--- config.mk ---
export PLATFORM = sky130hd
export DESIGN_NAME = machine_timer_with_trap_entry
export DESIGN_NICKNAME = d
export VERILOG_FILES = /design/src/rtl/core/mtte_pkg.sv /design/src/rtl/core/mtte_core.sv /design/src/rtl/core/machine_timer_with_trap_entry.sv
export SDC_FILE = /design/constraint.sdc
export NUM_CORES = 1
export LEC_CHECK = 0
export CORE_AREA = 2 2 159 317
export CTS_CLUSTER_DIAMETER = 40
export DETAILED_ROUTE_END_ITERATION = 8
export DIE_AREA = 0 0 161 319
export DONT_BUFFER_PORTS = 1
export GPL_ROUTABILITY_DRIVEN = 0
export PLACE_DENSITY = 0.7
export SLEW_MARGIN = 25
export SYNTH_ARGS = -nofsm -noshare
export SYNTH_HDL_FRONTEND = slang
export SYNTH_HIERARCHICAL = 1
export SYNTH_SLANG_ARGS = --single-unit
export TNS_END_PERCENT = 1
--- constraint.sdc ---
create_clock -name clock -period 27.4 [get_ports clock]
set_input_delay 2.74 -clock clock [delete_from_list [all_inputs] [get_ports clock]]
set_output_delay 2.74 -clock clock [all_outputs]
set_load 0.02 [all_outputs]
--- src/rtl/core/mtte_pkg.sv ---
// types and constants for the machine timer with trap entry
// no dependencies
package mtte_pkg;

   localparam int unsigned XLEN = 64;
   localparam int unsigned TICK_W = 10;
   localparam int unsigned CSR_INDEX_W = 2;

   // action codes
   localparam logic [2:0] ACT_TICK       = 3'd0;
   localparam logic [2:0] ACT_WR_COMPARE = 3'd1;
   localparam logic [2:0] ACT_RD_TIME    = 3'd2;
   localparam logic [2:0] ACT_TRAP_CHECK = 3'd3;
   localparam logic [2:0] ACT_WR_ENABLE  = 3'd4;

   // configuration register indexes
   localparam logic [CSR_INDEX_W-1:0] CSR_TRAP_VECTOR = 2'd0;
   localparam logic [CSR_INDEX_W-1:0] CSR_TIMER_IE    = 2'd1;
   localparam logic [CSR_INDEX_W-1:0] CSR_TICK_SCALE  = 2'd2;

   localparam logic [TICK_W-1:0] TICK_SCALE_RESET = 10'd10;
   localparam logic [1:0]        MODE_MACHINE     = 2'b11;
   localparam logic [XLEN-1:0]   CAUSE_TIMER      = 64'h8000_0000_0000_0007;

   typedef struct packed {
      logic [2:0]      action;
      logic [XLEN-1:0] value;
      logic            ecall_flag;
   } req_type;

   typedef struct packed {
      logic [XLEN-1:0] result_value;
      logic            timer_pending;
      logic            trap_taken;
      logic            global_enable;
      logic            prior_enable;
      logic [1:0]      prior_mode;
      logic [XLEN-1:0] exception_pc;
      logic [XLEN-1:0] trap_cause;
   } rsp_type;

   typedef struct packed {
      logic [XLEN-1:0]   trap_vector;
      logic              timer_int_enable;
      logic [TICK_W-1:0] tick_scale;
   } cfg_type;

endpackage

--- src/rtl/core/mtte_core.sv ---
// timer and trap-entry state with the per-beat update logic
// depends on mtte_pkg
module mtte_core (
   input  logic             clock,
   input  logic             reset,
   input  logic             fire,
   input  mtte_pkg::req_type item,
   input  mtte_pkg::cfg_type cfg,
   output mtte_pkg::rsp_type rsp
);
   import mtte_pkg::*;

   logic [XLEN-1:0] time_ff, time_in;
   logic [XLEN-1:0] compare_ff, compare_in;
   logic            pending_ff, pending_in;
   logic            enable_ff, enable_in;
   logic            prior_enable_ff, prior_enable_in;
   logic [1:0]      prior_mode_ff, prior_mode_in;
   logic [XLEN-1:0] epc_ff, epc_in;
   logic [XLEN-1:0] cause_ff, cause_in;
   logic [XLEN-1:0] result;
   logic            take;

   // trap decision uses the pending flag left by the previous beat
   assign take = enable_ff & pending_ff & cfg.timer_int_enable & ~item.ecall_flag;

   always_comb begin
      time_in         = time_ff;
      compare_in      = compare_ff;
      enable_in       = enable_ff;
      prior_enable_in = prior_enable_ff;
      prior_mode_in   = prior_mode_ff;
      epc_in          = epc_ff;
      cause_in        = cause_ff;
      result          = '0;
      case (item.action)
         ACT_TICK: begin
            time_in = time_ff + {{(XLEN-TICK_W){1'b0}}, cfg.tick_scale};
         end
         ACT_WR_COMPARE: begin
            compare_in = item.value;
         end
         ACT_RD_TIME: begin
            result = time_ff;
         end
         ACT_TRAP_CHECK: begin
            if (take) begin
               prior_enable_in = enable_ff;
               prior_mode_in   = MODE_MACHINE;
               enable_in       = 1'b0;
               epc_in          = item.value;
               cause_in        = CAUSE_TIMER;
               result          = cfg.trap_vector;
            end else begin
               result = item.value;
            end
         end
         ACT_WR_ENABLE: begin
            enable_in = item.value[0];
         end
         default: begin
         end
      endcase
      pending_in = (time_in >= compare_in);
   end

   always_comb begin
      rsp.result_value  = result;
      rsp.timer_pending = pending_in;
      rsp.trap_taken    = (item.action == ACT_TRAP_CHECK) & take;
      rsp.global_enable = enable_in;
      rsp.prior_enable  = prior_enable_in;
      rsp.prior_mode    = prior_mode_in;
      rsp.exception_pc  = epc_in;
      rsp.trap_cause    = cause_in;
   end

   always_ff @(posedge clock) begin
      if (reset) begin
         time_ff         <= '0;
         compare_ff      <= '0;
         pending_ff      <= 1'b0;
         enable_ff       <= 1'b0;
         prior_enable_ff <= 1'b0;
         prior_mode_ff   <= '0;
         epc_ff          <= '0;
         cause_ff        <= '0;
      end else if (fire) begin
         time_ff         <= time_in;
         compare_ff      <= compare_in;
         pending_ff      <= pending_in;
         enable_ff       <= enable_in;
         prior_enable_ff <= prior_enable_in;
         prior_mode_ff   <= prior_mode_in;
         epc_ff          <= epc_in;
         cause_ff        <= cause_in;
      end
   end

endmodule

--- src/rtl/core/machine_timer_with_trap_entry.sv ---
// channel   | direction | handshake          | payload
// req_      | in        | req_valid/stall    | mtte_pkg::req_type (action, value, ecall_flag)
// rsp_      | out       | rsp_valid/stall    | mtte_pkg::rsp_type (one result per beat)
// csr_      | in        | csr_write_enable   | csr_index, csr_data (write only)
//
// one beat per cycle sustained while rsp_stall is low; a request beat is captured in the
// input register, worked on by mtte_core's add/compare and then lands in the result
// register, from which its result beat is offered on rsp_
// synchronous active-high reset clears the timer state and loads the register defaults
// rsp_stall holds the result register; the input register keeps taking a beat while
// the result register is empty or draining
// top level of the machine timer with trap entry; depends on mtte_pkg and mtte_core
module machine_timer_with_trap_entry (
   input  logic                                 clock,
   input  logic                                 reset,
   input  logic                                 req_valid,
   output logic                                 req_stall,
   input  mtte_pkg::req_type                    req_payload,
   output logic                                 rsp_valid,
   input  logic                                 rsp_stall,
   output mtte_pkg::rsp_type                    rsp_payload,
   input  logic                                 csr_write_enable,
   input  logic [mtte_pkg::CSR_INDEX_W-1:0]     csr_index,
   input  logic [mtte_pkg::XLEN-1:0]            csr_data
);
   import mtte_pkg::*;

   logic    in_vld_ff, in_vld_in;
   req_type in_item_ff;
   logic    rsp_vld_ff, rsp_vld_in;
   rsp_type rsp_ff;
   rsp_type core_rsp;
   cfg_type cfg_ff;
   logic    advance;
   logic    req_fire;

   assign advance   = in_vld_ff & (~rsp_vld_ff | ~rsp_stall);
   assign req_stall = in_vld_ff & ~advance;
   assign req_fire  = req_valid & ~req_stall;
   assign in_vld_in = req_fire | (in_vld_ff & ~advance);
   assign rsp_vld_in = advance | (rsp_vld_ff & rsp_stall);

   mtte_core u_core (
      .clock (clock),
      .reset (reset),
      .fire  (advance),
      .item  (in_item_ff),
      .cfg   (cfg_ff),
      .rsp   (core_rsp)
   );

   always_ff @(posedge clock) begin
      if (reset) begin
         in_vld_ff  <= 1'b0;
         rsp_vld_ff <= 1'b0;
      end else begin
         in_vld_ff  <= in_vld_in;
         rsp_vld_ff <= rsp_vld_in;
      end
   end

   always_ff @(posedge clock) begin
      if (req_fire) begin
         in_item_ff <= req_payload;
      end
      if (advance) begin
         rsp_ff <= core_rsp;
      end
   end

   always_ff @(posedge clock) begin
      if (reset) begin
         cfg_ff.trap_vector      <= '0;
         cfg_ff.timer_int_enable <= 1'b0;
         cfg_ff.tick_scale       <= TICK_SCALE_RESET;
      end else if (csr_write_enable) begin
         unique case (csr_index)
            CSR_TRAP_VECTOR: cfg_ff.trap_vector      <= csr_data;
            CSR_TIMER_IE:    cfg_ff.timer_int_enable <= csr_data[0];
            CSR_TICK_SCALE:  cfg_ff.tick_scale       <= csr_data[TICK_W-1:0];
            default: begin
            end
         endcase
      end
   end

   assign rsp_valid   = rsp_vld_ff;
   assign rsp_payload = rsp_ff;

endmodule

Word level (Yosys, flattened, before mapping) --
Cells that the tools add are included.
Operators by class: eq/ne operators 6, reduce and logical (&&, ||, !) cells 5, $lt $le $gt $ge 1, muxes and demuxes 14, bitwise logic cells 16, $add $sub $neg 1
Operators with widths (count):
- two-way mux 64 bit | 7
- case mux 64 bit (2 select lines) | 1
- adder 64 x 10 -> 64 bit | 1
- greater-or-equal comparator 64 bit | 1
- AND 1 bit | 8
- == test 3 x 2 -> 1 bit, second input constant | 2
- AND reduction 2 bit | 3
- NOT 1 bit | 5
- two-way mux 2 bit | 2
- == test 3 x 1 -> 1 bit, second input constant | 1
- == test 3 bit, second input constant | 1
- logical NOT 3 bit | 1
- two-way mux 1 bit | 3
- bitwise OR 1 bit | 3
- == test 2 x 1 -> 1 bit, second input constant | 1
- == test 2 bit, second input constant | 1
- logical NOT 2 bit | 1
- case mux 1 bit (2 select lines) | 1
Storage, ports and cells: input bits 139, register bits 604, output and inout port bits 200

Logic depth before layout (Yosys ltp) --
word-level depth 8, depth in mapped cells 20, depth with buffers taken out 18

Hierarchy --
Netlist, hierarchy kept.
Modules (own cells, without submodules):
- mtte_core | sequential area each 5225.0 um^2, times used 1, area an instance 15305.9 um^2, cells each 1858
- machine_timer_with_trap_entry | sequential area each 9529.1 um^2, times used 1, area an instance 11441.0 um^2, cells each 594

Worst setup path before layout --
OpenSTA, ideal clock, no wires.
path type in2reg, start point input port rsp_stall, end point register u_core.time_ff[50], data arrival time 19055 ps, buffers on the path 1, stages 7, library setup time 123 ps, setup slack 8222 ps, data required time 27277 ps, cells stage by stage a21boi_0 -> clkbuf_1 -> clkinv_1 -> nor2_1 -> o21ai_1 -> or4_1 -> mux2_1
On the way: word-level cells in the longest chain between the ends 3
RTL lines:
- start: declaration | line machine_timer_with_trap_entry.sv:20 | input logic rsp_stall,
- NOT 1 bit | line machine_timer_with_trap_entry.sv:37 | assign advance = in_vld_ff & (~rsp_vld_ff | ~rsp_stall);
- bitwise OR 1 bit | line machine_timer_with_trap_entry.sv:37
- AND 1 bit | line machine_timer_with_trap_entry.sv:37
- end signal: assignment | line mtte_core.sv:89 | time_ff <= time_in;
- end: declaration | line mtte_core.sv:13 | logic [XLEN-1:0] time_ff, time_in;
No other way between the ends. A chain may end at the register's enable or synchronous reset.

Final worst setup path --
start point input port rsp_stall, end point output port req_stall
On the way: word-level cells in the longest chain between the ends 5
RTL lines:
- NOT 1 bit | line machine_timer_with_trap_entry.sv:37
- bitwise OR 1 bit | line machine_timer_with_trap_entry.sv:37
- AND 1 bit | line machine_timer_with_trap_entry.sv:37
- NOT 1 bit | line machine_timer_with_trap_entry.sv:38 | assign req_stall = in_vld_ff & ~advance;
- AND 1 bit | line machine_timer_with_trap_entry.sv:38
- end: declaration | line machine_timer_with_trap_entry.sv:17 | output logic req_stall,
No other way between the ends.

==> out/qor.csv <==
stage,metric,value,unit
floorplan,die_area,0.0514,mm²
routing,drtIter0Drc,1339,
global_route,gr-total-overflow,0,
setup_path,required,24.66,ns
clock_tree,cts_hold_buf,0,
yosys,synth_top_area_share,0.299,
floorplan,initial_utilization,0.547,
routing,remaining_drc_errors,0,
yosys,synth-edff-count,266,
setup_path,crit_buf_inv,1,
yosys,synthAdderAreaFrac,0.0354,
setup_path,cp_slowest_stage_delay,0.24,ns
clock_tree,cts_buffers,55,
global_route,grt_pass1_wl,98.8,mm
finish,layout.cells.most_common,dfxtp_1,
yosys,synth_top_cell_by_area,edfxtp_1,
setup_path,crit_type,input pin to output port,
routing,vias,17500,
setup_path,worstPathArrival,3.05,ns
setup_path,cpLargestDelayFamily,buffers and inverters,
setup_path,crit_fanout,3,
setup_path,end_kind,output port,
clock_tree,cts_resized,0,
power,power.total,1.86,mW
yosys,synth_warnings,6,
finish,drive_gt1_frac,0.0901,
yosys,ys_dominant_reg_cell,dfxtp_1,
floorplan,core,0.0489,mm²
sta,finalCritPeriodShare,0.211,
setup_path,slowest_stage,inv_1,
routing,routed_wl,64.3,mm
clock_tree,clk_path_buf_depth,3,
finish,nNetsFinal,2587,
power,power_density,64.4,mW/mm²
routing,ant_nets,0,
finish,fillCellCount,4007,
clock_tree,htreeDepth,2,
yosys,syn_area_per_cell,10.9,µm²
yosys,synth_nets,2666,
clock_tree,clk_latency,0.61,ns
sta,maxSlewHeadroom,0.336,
routing,first_pass_iters,5,
yosys,syn_inst,2452,
clock_tree,root_buffer,clkbuf_16,
sta,rsz0062_at_grt,no,
yosys,syn-cell-area,0.0267,mm²
yosys,synth_simple_gate_area_frac,0.167,
outcome,status,completed,
sta,fin_tns_setup,0,ns
floorplan,io_pins,339,
sta,skew,0.0196,ns
sta,setup_viol,0,
floorplan,num_rows,115,
worst_hold_path,hold_path_class,register to register,
clock_tree,cts_sinks,604,
setup_path,start_kind,input pin,
sta,drv_slew,0,
yosys,yosys.area_share.xor_xnor,0.0301,
sta,worst_pin_slew,0.996,ns
finish,final_cell_mix,"338 x dfxtp_1, 266 x edfxtp_1, 265 x nand2_1",
yosys,seq_area_frac_synth,0.552,
power,vdd_drop_max,0.0534,mV
finish,synthToLayoutAreaGrowth,8.06,%
setup_path,path_cells,nand3_1 > inv_1,
routing,drt-wirelength-per-cell,20.9,µm
floorplan,fp.dieW,161,µm
yosys,synthMuxAreaShare,0.108,
job,drv_cap,0,
global_route,grt_usage,0.245,
sta,whs,0.451,ns
clock_tree,clkTransAtPathRegs,0.07,ns
clock_tree,cts_tree,done,
routing,via_per_inst,5.71,
yosys,async_flop_share,0,
finish,fin_util,0.591,
yosys,synth_top_family_by_area,simple AND/OR/NAND/NOR gates,
placement,port_buffers,0,
placement,hpwl,41.5,mm
sta,fin_crit,5.79,ns
floorplan,die_h,319,µm
global_route,grt_max_degree,362,
global_route,antenna_found_initial,9,
sta,hold_viol_final,0,
yosys,ys_ff_latch,604,
yosys,synthTopCellsByArea,"edfxtp_1 30%, dfxtp_1 25%, mux2i_1 7.7%",
yosys,synth_compound_area_frac,0.0760,
sta,fmax,173,MHz
clock_tree,post_cts_buffers,0,
yosys,ys_types,64,
global_route,grt_pass1_vias,17000,
power,p_leak,10.7,nW
worst paths after layout:
kind,start,endpoint,cells after the start,slack (ns)
worst max-delay path,rsp_stall,req_stall,2,21.61
worst min-delay path,u_core/cause_ff[59]$_SDFFE_PP0P_,u_core/cause_ff[59]$_SDFFE_PP0P_,1,0.45
worst max register to register,u_core/time_ff[0]$_SDFFE_PP0P_,u_core/pending_ff$_SDFFE_PP0P_,18,22.15
worst min register to register,u_core/cause_ff[59]$_SDFFE_PP0P_,u_core/cause_ff[59]$_SDFFE_PP0P_,1,0.45
synthesized netlist by cell type (16+ instances only):
master,number
a211oi_1,78
a21o_1,16
a21oi_1,115
and2_1,64
clkbuf_1,123
dfxtp_1,338
edfxtp_1,266
ha_1,74
inv_1,18
mux2_2,71
mux2i_1,207
nand2_1,266
nand2b_1,144
nand3_1,36
nand4_1,46
nor2_1,172
nor2b_1,71
nor3_1,22
o21ai_0,88
xnor2_1,50
xor2_1,42
cell families after synthesis:
family	count (synthesis)
simple gates	885
mux	280
fa+ha+maj	75
compound gates	334
xor+xnor	92
buf+inv	182
flops	604
cell type report:
type / instances / area (µm²) / area share
Antenna cell: 8 / 20.0 / 0.000693
Clock buffer: 73 / 1530 / 0.0528
Clock inverter: 31 / 280 / 0.00970
Inverter: 19 / 71.3 / 0.00247
Multi-Input combinational cell: 1666 / 11200 / 0.388
Sequential cell: 604 / 14800 / 0.510
Tap cell: 643 / 805 / 0.0278
Timing Repair Buffer: 27 / 223 / 0.00771
per-layer routing:
layer | global-route usage | routed length (µm) | share of wire
met2 | 0.422 | 32400 | 0.50
met1 | 0.294 | 25600 | 0.40
met5 | 0 | 12 | 0.00019
met3 | 0.0563 | 4080 | 0.063
met4 | 0.0992 | 2250 | 0.035
flip-flops by register name, indices dropped and copies added (netlist names), 2 cells and up:
name	cells
u_core/compare_ff	64
u_core/cause_ff	64
u_core/time_ff	64
u_core/epc_ff	64
cfg_ff	75
u_core/prior_mode_ff	2
rsp_payload	198
in_item_ff	68
where the power goes:
part	total, mW	switching (mW)	internal (mW)	leakage [nW]
logic	0.0791	0.0493	0.0298	4.62
clock network	0.770	0.352	0.419	0.877
registers	1.01	0.0385	0.972	5.21
through the flow:
step | cells | setup slack, ns | cell area, µm²
after floorplan | 2452 | 8.22 | 26700
after global placement | 2958 | 21.62 | 27000
after detailed placement | 2959 | 21.62 | 27100
after CTS | 3063 | 21.62 | 28900
after global routing | 3070 | 21.60 | 28900
final | 3071 | 21.61 | 28900
No activity file was read; power rests on OpenSTA's default activity.
